$ cat config.mk
export PLATFORM = sky130hd
export DESIGN_NAME = six_channel_median_scale
export DESIGN_NICKNAME = d
export VERILOG_FILES = /design/src/rtl/core/smsc_pkg.sv /design/src/rtl/core/smsc_cell.sv /design/src/rtl/core/smsc_mapper.sv /design/src/rtl/core/six_channel_median_scale.sv
export SDC_FILE = /design/constraint.sdc
export NUM_CORES = 2
export LEC_CHECK = 0
export BUFFER_PORTS_ARGS = -buffer_cell sky130_fd_sc_hd__buf_2
export CAP_MARGIN = 40
export CORE_ASPECT_RATIO = 1.4
export CORE_UTILIZATION = 45
export CTS_CLUSTER_SIZE = 28
export DETAILED_ROUTE_END_ITERATION = 16
export GPL_TIMING_DRIVEN = 0
export PLACE_DENSITY = 0.71
export REMOVE_ABC_BUFFERS = 1
export SLEW_MARGIN = 15
export SYNTH_ARGS = -nofsm -noshare
export SYNTH_HDL_FRONTEND = slang
export SYNTH_HIERARCHICAL = 1
export SYNTH_SLANG_ARGS = --single-unit
$ cat constraint.sdc
create_clock -name clk -period 5.1 [get_ports clk]
set_input_delay 1.275 -clock clk [delete_from_list [all_inputs] [get_ports clk]]
set_output_delay 1.275 -clock clk [all_outputs]
set_load 0.01 [all_outputs]
$ cat src/rtl/core/smsc_pkg.sv
`default_nettype none
package smsc_pkg;

  localparam int NUM_CH    = 6;
  localparam int SAMPLE_W  = 10;
  localparam int ANGLE_W   = 8;
  localparam int QUOT_W    = 9;  // quotient magnitude kept before saturation
  localparam int QCNT_W    = 4;
  localparam int CH_W      = 3;

  typedef logic [SAMPLE_W-1:0] sample_t;
  typedef logic [ANGLE_W-1:0]  angle_t;
  typedef sample_t [NUM_CH-1:0] sample_vec_t;
  typedef logic [CH_W-1:0]     ch_idx_t;

  localparam sample_t MID_SCALE = sample_t'(512);

  localparam logic [1:0] EMIT_NONE = 2'd3;

  // channels mapped on the y scale; channel five uses the grip range
  localparam logic [NUM_CH-1:0] Y_SCALE_MASK = 6'b110010;
  localparam ch_idx_t CH_GRIP = 3'd5;
  localparam ch_idx_t CH_LAST = 3'd5;

  localparam logic [2:0] REG_X_MIN    = 3'd0;
  localparam logic [2:0] REG_X_MAX    = 3'd1;
  localparam logic [2:0] REG_Y_MIN    = 3'd2;
  localparam logic [2:0] REG_Y_MAX    = 3'd3;
  localparam logic [2:0] REG_ARM_MIN  = 3'd4;
  localparam logic [2:0] REG_ARM_MAX  = 3'd5;
  localparam logic [2:0] REG_GRIP_MIN = 3'd6;
  localparam logic [2:0] REG_GRIP_MAX = 3'd7;

  typedef struct packed {
    logic [1:0] emitter;
    sample_t    x_sample;
    sample_t    y_sample;
  } in_item_t;

  typedef struct packed {
    angle_t base_angle;
    angle_t shoulder_angle;
    angle_t elbow_angle;
    angle_t wrist_tilt_angle;
    angle_t wrist_turn_angle;
    angle_t gripper_angle;
  } out_item_t;

  typedef struct packed {
    logic shift;
  } cell_ctrl_t;

  typedef struct packed {
    logic    start;
    sample_t sample;
    sample_t in_lo;
    sample_t in_hi;
    angle_t  out_lo;
    angle_t  out_hi;
  } map_req_t;

  typedef struct packed {
    logic   done;
    angle_t angle;
  } map_rsp_t;

  typedef enum logic [1:0] {
    ST_IDLE,
    ST_MEDIAN,
    ST_MAP,
    ST_DONE
  } top_state_t;

  typedef enum logic [2:0] {
    MP_IDLE,
    MP_MUL,
    MP_PREP,
    MP_DIV,
    MP_FIN
  } map_state_t;

endpackage
`default_nettype wire

$ cat src/rtl/core/smsc_cell.sv
`default_nettype none
// One window entry for all channels. Shifts toward the tail and ranks its
// samples against the candidate broadcast from the tail.
module smsc_cell (
  input  wire                      clk,
  input  wire                      rst,
  input  wire smsc_pkg::cell_ctrl_t  ctrl,
  input  wire smsc_pkg::sample_vec_t d_in,
  input  wire smsc_pkg::sample_vec_t cand,
  output smsc_pkg::sample_vec_t    d_out,
  output logic [smsc_pkg::NUM_CH-1:0] lt,
  output logic [smsc_pkg::NUM_CH-1:0] le
);
  import smsc_pkg::*;

  sample_vec_t q;

  always_ff @(posedge clk) begin
    if (rst) begin
      for (int c = 0; c < NUM_CH; c++) begin
        q[c] <= MID_SCALE;
      end
    end else if (ctrl.shift) begin
      q <= d_in;
    end
  end

  always_comb begin
    for (int c = 0; c < NUM_CH; c++) begin
      lt[c] = q[c] < cand[c];
      le[c] = q[c] <= cand[c];
    end
  end

  assign d_out = q;

endmodule
`default_nettype wire

$ cat src/rtl/core/smsc_mapper.sv
`default_nettype none
// Linear map of one sample onto an angle range with saturation.
// Multiply, then restoring division one quotient bit per cycle.
module smsc_mapper (
  input  wire                  clk,
  input  wire                  rst,
  input  wire smsc_pkg::map_req_t req,
  output smsc_pkg::map_rsp_t   rsp
);
  import smsc_pkg::*;

  map_state_t state, state_next;

  logic signed [SAMPLE_W:0]      diff;
  logic signed [ANGLE_W:0]       span;
  logic signed [SAMPLE_W:0]      den;
  logic signed [SAMPLE_W+ANGLE_W+1:0] prod;
  angle_t                        olo, lo, hi;
  logic                          neg, zero, ovf;
  logic [17:0]                   rem, dsh;
  logic [QUOT_W-1:0]             quot;
  logic [QCNT_W-1:0]             cnt;

  logic [SAMPLE_W+ANGLE_W+1:0]   pmag;
  logic [SAMPLE_W:0]             dmag_full;
  logic [SAMPLE_W-1:0]           dmag;
  logic [QUOT_W-1:0]             qmag;
  logic signed [ANGLE_W+2:0]     r;

  always_ff @(posedge clk) begin
    if (rst) begin
      state <= MP_IDLE;
    end else begin
      state <= state_next;
    end
  end

  always_comb begin
    state_next = state;
    unique case (state)
      MP_IDLE: if (req.start) state_next = MP_MUL;
      MP_MUL:  state_next = MP_PREP;
      MP_PREP: state_next = MP_DIV;
      MP_DIV:  if (cnt == QCNT_W'(QUOT_W - 1)) state_next = MP_FIN;
      MP_FIN:  state_next = MP_IDLE;
      default: state_next = MP_IDLE;
    endcase
  end

  always_comb begin
    pmag      = prod[SAMPLE_W+ANGLE_W+1] ? (-prod) : prod;
    dmag_full = den[SAMPLE_W] ? (-den) : den;
    dmag      = dmag_full[SAMPLE_W-1:0];
  end

  always_ff @(posedge clk) begin
    unique case (state)
      MP_IDLE: begin
        diff <= $signed({1'b0, req.sample}) - $signed({1'b0, req.in_lo});
        den  <= $signed({1'b0, req.in_hi}) - $signed({1'b0, req.in_lo});
        span <= $signed({1'b0, req.out_hi}) - $signed({1'b0, req.out_lo});
        olo  <= req.out_lo;
        lo   <= (req.out_lo < req.out_hi) ? req.out_lo : req.out_hi;
        hi   <= (req.out_lo < req.out_hi) ? req.out_hi : req.out_lo;
      end
      MP_MUL: begin
        prod <= diff * span;
      end
      MP_PREP: begin
        neg  <= prod[SAMPLE_W+ANGLE_W+1] ^ den[SAMPLE_W];
        zero <= (den == '0);
        ovf  <= pmag >= {1'b0, dmag, 9'b0};
        rem  <= pmag[17:0];
        dsh  <= {dmag, 8'b0};
        quot <= '0;
        cnt  <= '0;
      end
      MP_DIV: begin
        if (rem >= dsh) begin
          rem  <= rem - dsh;
          quot <= {quot[QUOT_W-2:0], 1'b1};
        end else begin
          quot <= {quot[QUOT_W-2:0], 1'b0};
        end
        dsh <= dsh >> 1;
        cnt <= cnt + QCNT_W'(1);
      end
      MP_FIN: begin
      end
      default: begin
      end
    endcase
  end

  // any quotient of 512 or more lands outside the range, so 511 stands in
  always_comb begin
    qmag = ovf ? '1 : quot;
    if (neg) begin
      r = $signed({3'b0, olo}) - $signed({2'b0, qmag});
    end else begin
      r = $signed({3'b0, olo}) + $signed({2'b0, qmag});
    end
    rsp.done = (state == MP_FIN);
    if (zero) begin
      rsp.angle = olo;
    end else if (r < $signed({3'b0, lo})) begin
      rsp.angle = lo;
    end else if (r > $signed({3'b0, hi})) begin
      rsp.angle = hi;
    end else begin
      rsp.angle = r[ANGLE_W-1:0];
    end
  end

endmodule
`default_nettype wire

$ cat src/rtl/core/six_channel_median_scale.sv
`default_nettype none
// Six-channel median filter with linear angle map.
// in channel: one joystick report per item (emitter, x_sample, y_sample).
//   Emitters 0..2 replace their channel pair; emitter 3 changes nothing but
//   the windows still advance. Every item gives exactly one out item.
// out channel: six angles, each the median of its channel's window mapped
//   from the joystick scale onto the arm or grip range and saturated.
// cfg channel: eight scale/range registers, always ready; write only while idle.
// Sequence: the windows rotate once through the cell row, then each channel in
//   turn passes the shared mapper (launch, multiply, prep, 9 divide steps,
//   finish), then the done state loads the output register.
// A new item is accepted only in the idle state, after the last item has
//   passed all these steps.
// A new item is taken while an earlier result still waits in the output
// register; if the receiver stalls longer, the finished result waits in the
// done state and no new item is taken.
// Reset: held samples zero, every window entry 512, registers to full scale.
module six_channel_median_scale #(
  parameter int WINDOW_DEPTH = 5
) (
  input  wire                   clk,
  input  wire                   rst,
  input  wire                   in_valid,
  output logic                  in_ready,
  input  wire smsc_pkg::in_item_t in_data,
  output logic                  out_valid,
  input  wire                   out_ready,
  output smsc_pkg::out_item_t   out_data,
  input  wire                   cfg_valid,
  output logic                  cfg_ready,
  input  wire [2:0]             cfg_index,
  input  wire [9:0]             cfg_data
);
  import smsc_pkg::*;

  localparam int CNT_W = $clog2(WINDOW_DEPTH + 1);
  localparam logic [CNT_W-1:0] MED_IDX = CNT_W'(WINDOW_DEPTH / 2);
  localparam logic [CNT_W-1:0] LAST_STEP = CNT_W'(WINDOW_DEPTH - 1);

  top_state_t state, state_next;

  sample_t x_min, x_max, y_min, y_max;
  angle_t  arm_min, arm_max, grip_min, grip_max;

  sample_vec_t held, held_next;
  sample_t     med [NUM_CH];
  angle_t      res [NUM_CH];
  ch_idx_t     ch;
  logic [CNT_W-1:0] step;
  logic        map_busy;

  logic        in_acc;
  cell_ctrl_t  cctrl;
  sample_vec_t head_in, cand;
  sample_vec_t chain [WINDOW_DEPTH];
  logic [NUM_CH-1:0] lt_bits [WINDOW_DEPTH];
  logic [NUM_CH-1:0] le_bits [WINDOW_DEPTH];
  logic [CNT_W-1:0]  lt_cnt [NUM_CH];
  logic [CNT_W-1:0]  le_cnt [NUM_CH];

  map_req_t mreq;
  map_rsp_t mrsp;
  logic     use_y, use_grip;

  assign in_ready  = (state == ST_IDLE);
  assign in_acc    = in_valid && in_ready;
  assign cfg_ready = 1'b1;

  always_ff @(posedge clk) begin
    if (rst) begin
      x_min    <= '0;
      x_max    <= sample_t'(1023);
      y_min    <= '0;
      y_max    <= sample_t'(1023);
      arm_min  <= '0;
      arm_max  <= angle_t'(180);
      grip_min <= '0;
      grip_max <= angle_t'(180);
    end else if (cfg_valid) begin
      unique case (cfg_index)
        REG_X_MIN:    x_min    <= cfg_data;
        REG_X_MAX:    x_max    <= cfg_data;
        REG_Y_MIN:    y_min    <= cfg_data;
        REG_Y_MAX:    y_max    <= cfg_data;
        REG_ARM_MIN:  arm_min  <= cfg_data[ANGLE_W-1:0];
        REG_ARM_MAX:  arm_max  <= cfg_data[ANGLE_W-1:0];
        REG_GRIP_MIN: grip_min <= cfg_data[ANGLE_W-1:0];
        REG_GRIP_MAX: grip_max <= cfg_data[ANGLE_W-1:0];
        default: begin
        end
      endcase
    end
  end

  always_comb begin
    held_next = held;
    if (in_data.emitter != EMIT_NONE) begin
      held_next[{in_data.emitter, 1'b0}] = in_data.x_sample;
      held_next[{in_data.emitter, 1'b1}] = in_data.y_sample;
    end
  end

  always_ff @(posedge clk) begin
    if (rst) begin
      held <= '0;
    end else if (in_acc) begin
      held <= held_next;
    end
  end

  // Cell row: on accept the new samples enter at the head and the oldest
  // drop off the tail; during the median pass the row rotates once fully.
  assign cctrl.shift = in_acc || (state == ST_MEDIAN);
  assign cand        = chain[WINDOW_DEPTH-1];
  assign head_in     = (state == ST_IDLE) ? held_next : cand;

  for (genvar i = 0; i < WINDOW_DEPTH; i++) begin : g_cell
    smsc_cell u_cell (
      .clk   (clk),
      .rst   (rst),
      .ctrl  (cctrl),
      .d_in  ((i == 0) ? head_in : chain[(i == 0) ? 0 : i - 1]),
      .cand  (cand),
      .d_out (chain[i]),
      .lt    (lt_bits[i]),
      .le    (le_bits[i])
    );
  end

  always_comb begin
    for (int c = 0; c < NUM_CH; c++) begin
      lt_cnt[c] = '0;
      le_cnt[c] = '0;
      for (int i = 0; i < WINDOW_DEPTH; i++) begin
        lt_cnt[c] = lt_cnt[c] + CNT_W'(lt_bits[i][c]);
        le_cnt[c] = le_cnt[c] + CNT_W'(le_bits[i][c]);
      end
    end
  end

  always_ff @(posedge clk) begin
    if (rst) begin
      state <= ST_IDLE;
    end else begin
      state <= state_next;
    end
  end

  always_comb begin
    state_next = state;
    unique case (state)
      ST_IDLE:   if (in_acc) state_next = ST_MEDIAN;
      ST_MEDIAN: if (step == LAST_STEP) state_next = ST_MAP;
      ST_MAP:    if (mrsp.done && ch == CH_LAST) state_next = ST_DONE;
      ST_DONE:   if (!out_valid || out_ready) state_next = ST_IDLE;
      default:   state_next = ST_IDLE;
    endcase
  end

  always_ff @(posedge clk) begin
    if (rst) begin
      step     <= '0;
      ch       <= '0;
      map_busy <= 1'b0;
    end else begin
      unique case (state)
        ST_IDLE: begin
          step     <= '0;
          ch       <= '0;
          map_busy <= 1'b0;
        end
        ST_MEDIAN: begin
          step <= step + CNT_W'(1);
        end
        ST_MAP: begin
          if (mrsp.done) begin
            map_busy <= 1'b0;
            ch       <= ch + CH_W'(1);
          end else if (mreq.start) begin
            map_busy <= 1'b1;
          end
        end
        ST_DONE: begin
        end
        default: begin
        end
      endcase
    end
  end

  // candidate at the tail is the median when its rank brackets the middle
  always_ff @(posedge clk) begin
    if (state == ST_MEDIAN) begin
      for (int c = 0; c < NUM_CH; c++) begin
        if (lt_cnt[c] <= MED_IDX && le_cnt[c] > MED_IDX) begin
          med[c] <= cand[c];
        end
      end
    end
    if (state == ST_MAP && mrsp.done) begin
      res[ch] <= mrsp.angle;
    end
  end

  always_comb begin
    use_y       = Y_SCALE_MASK[ch];
    use_grip    = (ch == CH_GRIP);
    mreq.start  = (state == ST_MAP) && !map_busy;
    mreq.sample = med[ch];
    mreq.in_lo  = use_y ? y_min : x_min;
    mreq.in_hi  = use_y ? y_max : x_max;
    mreq.out_lo = use_grip ? grip_min : arm_min;
    mreq.out_hi = use_grip ? grip_max : arm_max;
  end

  smsc_mapper u_mapper (
    .clk (clk),
    .rst (rst),
    .req (mreq),
    .rsp (mrsp)
  );

  always_ff @(posedge clk) begin
    if (rst) begin
      out_valid <= 1'b0;
    end else if (state == ST_DONE && (!out_valid || out_ready)) begin
      out_valid <= 1'b1;
    end else if (out_ready) begin
      out_valid <= 1'b0;
    end
  end

  always_ff @(posedge clk) begin
    if (state == ST_DONE && (!out_valid || out_ready)) begin
      out_data.base_angle       <= res[0];
      out_data.shoulder_angle   <= res[1];
      out_data.elbow_angle      <= res[2];
      out_data.wrist_tilt_angle <= res[3];
      out_data.wrist_turn_angle <= res[4];
      out_data.gripper_angle    <= res[5];
    end
  end

endmodule
`default_nettype wire

* After elaboration in Yosys (flattened, before gate mapping) *
Memories as Yosys holds them, arrays and structs flattened. A register that Yosys moved wholly into a read port is not among the register bits.
Cells that the tools add are included.

word-level totals
  bits in latches = 0
  word-level logic and storage cells = 343
  RAM bits = 108
  bits in read-only memories = 8
  memories kept = 3
  output and inout bits = 51
  input bits = 40
  flip-flop bits (word level) = 572

memory list
  memory            depth  width  read ports  clocked after memory_dff  write ports  RTL line                         RTL
  med               6      10     1           1                         6            six_channel_median_scale.sv:46   sample_t med [NUM_CH];
  res               6      8      6           6                         1            six_channel_median_scale.sv:47   angle_t res [NUM_CH];
  (name not given)  8      1      1           1                         0            six_channel_median_scale.sv:206  use_y = Y_SCALE_MASK[ch];

cells by class
  reduce and logical (&&, ||, !) cells = 38
  multiply operators = 1
  multiplexer cells = 68
  add/subtract/negate cells = 59
  order comparisons = 82
  bitwise gates (word level) = 1
  equal/unequal tests = 27
  divide/modulo/power cells = 0
  shifts and indexed selects = 0

operators by type and width
  operator                                                                          number
  10-bit less-or-equal comparator                                                   30
  10-bit less-than comparator                                                       30
  60-bit bitwise mux                                                                2
  60-bit 2-to-1 mux                                                                 2
  3-bit by 1-bit adder with 3-bit output                                            24
  18-bit one-hot mux with 2 select lines                                            2
  8-bit 2-to-1 mux                                                                  7
  10-bit 2-to-1 mux                                                                 5
  10-bit demux with 2-bit select                                                    2
  2-bit by 1-bit adder with 3-bit output                                            12
  1-bit 2-to-1 mux                                                                  26
  1-bit by 1-bit adder with 2-bit output                                            12
  2-bit AND reduction                                                               12
  10-bit by 10-bit subtractor with 11-bit output                                    2
  3-bit == test, second input constant                                              7
  3-bit 2-to-1 mux                                                                  7
  20-bit by 19-bit >= comparator with 1-bit output                                  1
  11-bit by 9-bit multiplier with 20-bit output                                     1
  20-bit 2-to-1 mux                                                                 1
  20-bit negator                                                                    1
  18-bit >= comparator                                                              1
  3-bit by 2-bit greater-than comparator with 1-bit output, second input constant   6
  3-bit by 2-bit less-or-equal comparator with 1-bit output, second input constant  6
  18-bit 2-to-1 mux                                                                 1
  38 further kinds                                                                  76

* Longest topological paths before layout *
  word-level depth = 10
  gate-level depth with buffers = 21
  depth with buffers taken out = 20

* Modules after synthesis *
The synthesis kept the hierarchy.

modules (own cells, without submodules)
  module                    cells an instance  area each (um^2)  seq. area each (um^2)  times used
  smsc_cell                 410                3663.5            1201.2                 5
  six_channel_median_scale  1254               13436.6           7607.3                 1
  smsc_mapper               1273               12562.0           3873.7                 1

* Worst setup path after synthesis *
No wires, ideal clock.

  path kind = in2reg
  start = in out_ready
  end = reg, netlist name out_data[0]
  stages = 2
  required time = 4.573 ns
  data arrival time = 4.828 ns
  path buffers = 0
  setup time = 0.527 ns
  slack = -0.254 ns
  cell sequence = inv_1 -> a21boi_0

on the way
  cells in the longest elaborated chain, start to end = 2

RTL lines
  what                RTL line                         RTL
  start: declaration  six_channel_median_scale.sv:27   input wire out_ready,
  1-bit logical OR    six_channel_median_scale.sv:234  if (state == ST_DONE && (!out_valid || out_ready)) begin
  1-bit logical AND   six_channel_median_scale.sv:234

No other way between the ends.
A chain may end at the register's enable or synchronous reset.

* Worst setup path in the final report *
  start = reg u_mapper.diff[2]
  end = reg u_mapper.prod[19], data pin

on the way
  cells in the longest elaborated chain, start to end = 1

RTL lines
  what                                           RTL line           RTL
  start: declaration                             smsc_mapper.sv:14  logic signed [SAMPLE_W:0] diff;
  start signal: assignment                       smsc_mapper.sv:59  diff <= $signed({1'b0, req.sample}) - $signed({1'b0, req.in_lo});
  11-bit by 9-bit multiplier with 20-bit output  smsc_mapper.sv:67  prod <= diff * span;
  end signal: assignment                         smsc_mapper.sv:67
  end: declaration                               smsc_mapper.sv:17  logic signed [SAMPLE_W+ANGLE_W+1:0] prod;

No other way between the ends.

==> impl_metrics.py <==
metrics = {
    "timing": {
        "layout_worst_path_cycle_share_pct": 97.68,
        "finalHoldViolCount": 0,
        "max_slew_margin_pct": 41.98,
        "rsz0062_at_grt": "yes",
        "slew_viol_final": 0,
        "minimum_period_implied_by_the_final_worst_setup_slack_ns": 4.982,
        "final.setup.tns_ns": 0,
        "fmax_mhz": 200.7,
        "setup-violations-final": 0,
        "setup_skew_after_layout_ns": 0.04055,
        "worst_slew_pin_slew_ns": 0.8704,
    },
    "placement": {
        "gp_routability_congestion": 0.8359,
        "dpl-instance-area_mm2": 0.04621,
        "dp_hpwl_mm": 70.92,
        "io_buffer_count": 89,
    },
    "critical_path": {
        "r2r.worst_path.cells": 17,
        "critPathCapture": "u_mapper/prod[19]",
        "crit_path_max_fanout": 7,
        "crit_arrival_ns": 5.33,
        "required_ns": 5.45,
        "worst-r2r-setup-slack_ns": 0.12,
        "path_class": "reg -> reg",
        "worst_setup_path_start_kind": "flip-flop",
        "critical_path.reg2reg.endpoint": "u_mapper/prod[19]",
        "critical_path.endpoint_type": "flip-flop",
        "r2r-start": "u_mapper/diff[2]",
        "worst_setup_path_startpoint": "u_mapper/diff[2]",
    },
    "clock_network": {
        "clock-sinks": 732,
        "clock_latency_ns": 0.65,
        "cts_tree": "built",
        "max-clock-path-buffers": 3,
        "clk_root_buffer_cell": "clkbuf_16",
        "number_of_buffers_created_by_cts": 77,
        "clkTransAtPathRegs_ns": 0.06,
        "cts_htree_levels": 3,
        "cts_hold_repair.buffers": 0,
    },
    "logic_synthesis": {
        "async_reset_ff_share_pct": 0,
        "synth.largest_area_cell": "dfxtp_1",
        "synthCells": 4577,
        "post-synth-top-count-cell": "inv_1",
        "syn_area_mm2": 0.04432,
        "number_of_enable_flip_flop_cells_after_synthesis": 283,
        "netlist-cell-type-count": 83,
        "synth_top_cells_by_count": "inv_1 (613), ha_1 (467), dfxtp_1 (449), nor2_1 (448), nand2_1 (445)",
        "leading_register_cell_type_out_of_synthesis": "dfxtp_1",
        "synth_top_cells_by_area": "dfxtp_1 (20%), edfxtp_1 (19%), ha_1 (13%), mux2i_1 (8.5%), inv_1 (5.2%)",
        "syn_avg_cell_area_um2": 9.682,
        "yosysWarningCount": 6,
        "ys_ff_latch": 732,
        "synthDominantCellAreaShare_pct": 20.28,
        "synth.yosys.seq_area_share_pct": 39.46,
    },
    "route": {
        "detailedRoute.firstPassIterationCount": 5,
        "met2RoutedLength_mm": 51.90,
        "routedWlPerCell_um": 16.13,
        "drt-met1-wl_mm": 38.62,
        "post_dr_vias_cell": 5.235,
        "max_used_layer": "met5",
        "drc": 0,
        "initial_drt_markers": 1757,
        "wl_mm": 97.05,
        "postRouteAntennaNets": 0,
        "total_via_count_after_detailed_routing": 31500,
        "routed-wl-met3_mm": 3.387,
    },
    "cells_and_area": {
        "final_net_count": 5274,
        "utilization_pct": 51.10,
        "stdcell_area_mm2": 0.04964,
        "flow.area_growth_from_synthesis_pct": 12.00,
        "antenna_cells": 0,
        "drive_gt1_share_pct": 10.90,
        "n_fill_cell": 8629,
    },
    "grt": {
        "grt_start_max_net_pins": 115,
        "number_of_global_route_vias_before_repair": 31310,
        "grt.overflow.total": 0,
        "grt_use_total_pct": 19.34,
        "global_route_wire_length_before_repair_mm": 157.6,
        "grt_antenna_before_repair": 3,
    },
    "die": {
        "die_h_um": 373.3,
        "num_io_pins": 91,
        "initial_core_util_pct": 45.63,
        "rows": 135,
        "chipWidth_um": 267.2,
        "core_footprint_mm2": 0.09712,
        "fp.dieArea_mm2": 0.09976,
    },
    "hold_path": {
        "holdCritPathClass": "reg -> reg",
        "hold_path_depth": 0,
        "beginning_of_the_worst_hold_path": "res[2][5]",
    },
    "run": {
        "maxCapViolCount": 0,
    },
    "run_status": {
        "result_of_the_run": "finished, final reports clean",
    },
}
==> worst min-delay path by stage <==
stage | endpoint | slack, ns
finish | out_data[29] | 0.42
CTS | out_data[28] | 0.42
global placement | out_data[3] | 0.40
global route | out_data[3] | 0.42
detailed placement | out_data[0] | 0.40
floorplan | out_data[0] | 0.40
==> flip-flops by register name, indices dropped and copies added, names as in the netlist, 11 cells and up, named ones only <==
signal	count
u_mapper/prod	20
u_mapper/rem	18
res	48
med	60
g_cell.u_cell/d_out	300
u_mapper/dsh	18
out_data	48
held	60
u_mapper/diff	11
u_mapper/den	11
==> metal layers <==
layer / track usage (%) / vias up
met5: 0 / -
met4: 7.395 / 6
met3: 2.241 / 189
met2: 36.79 / 582
met1: 21.59 / 15040
li1: - / 15690
==> final cells by class <==
class / instances / area, um2 / area share (%)
flip-flops and latches: 732 / 17490 / 35.23
inverters: 614 / 2305 / 4.643
multi-input cells: 3052 / 23950 / 48.26
well taps: 1301 / 1628 / 3.280
repair buffers: 176 / 1460 / 2.942
clock inverters: 53 / 797.0 / 1.606
clock buffers: 90 / 2006 / 4.041
==> repair_timing <==
action,in CTS,in global routing
buffers inserted,29,21
gates resized for setup,7,39
setup endpoints to repair,3,3
pin swaps,2,29
==> logic make-up (layout without fill, tap and decap cells) <==
kind of cell	after synthesis	after routing	synth area share [%]
other	1	1	0.008462
XOR/XNOR	81	81	1.601
AND/OR/NAND/NOR	1241	1241	12.77
AO/OA/AOI/OAI	709	709	10.27
buffers and inverters	793	933	7.211
multiplexers	439	439	10.34
flip-flops	732	732	39.46
adder cells (fa/ha/maj)	581	581	18.33
==> through the flow <==
step | hold WS [ns] | worst slack (ns) | cells
after CTS | 0.4182 | 0.003047 | 5995
after global placement | 0.4013 | -11.42 | 5788
after detailed placement | 0.4045 | -0.2527 | 5823
final | 0.4171 | 0.1183 | 6018
after global routing | 0.4208 | -0.04932 | 6018
after floorplan | 0.4003 | -7.155 | 4398
==> critical path: stages, from the launching register on <==
cell      delay [ns]
edfxtp_1        0.54
and2_4          0.22
fa_1            0.42
fa_1            0.55
inv_1           0.05
fa_1            0.48
inv_1           0.08
fa_1            0.59
ha_4            0.22
ha_4            0.27
nor2b_1         0.15
o21a_1          0.18
o21ai_2         0.08
a211oi_2        0.26
o31a_1          0.19
a21oi_2         0.07
o21ba_4         0.20
xnor2_2         0.13
==> placed cells by master, fill, tap and decap left out, drive strengths merged, types with 63 or more instances in the layout <==
master,count
edfxtp,283
nor2,454
clkbuf,90
fa,114
buf,176
nand2,446
mux2i,378
dfxtp,449
ha,467
a21oi,363
o21ai,110
nor2b,63
inv,617
Power is not shown: default switching activity piles up to over one toggle a cycle in this logic, so the estimate is an artifact.
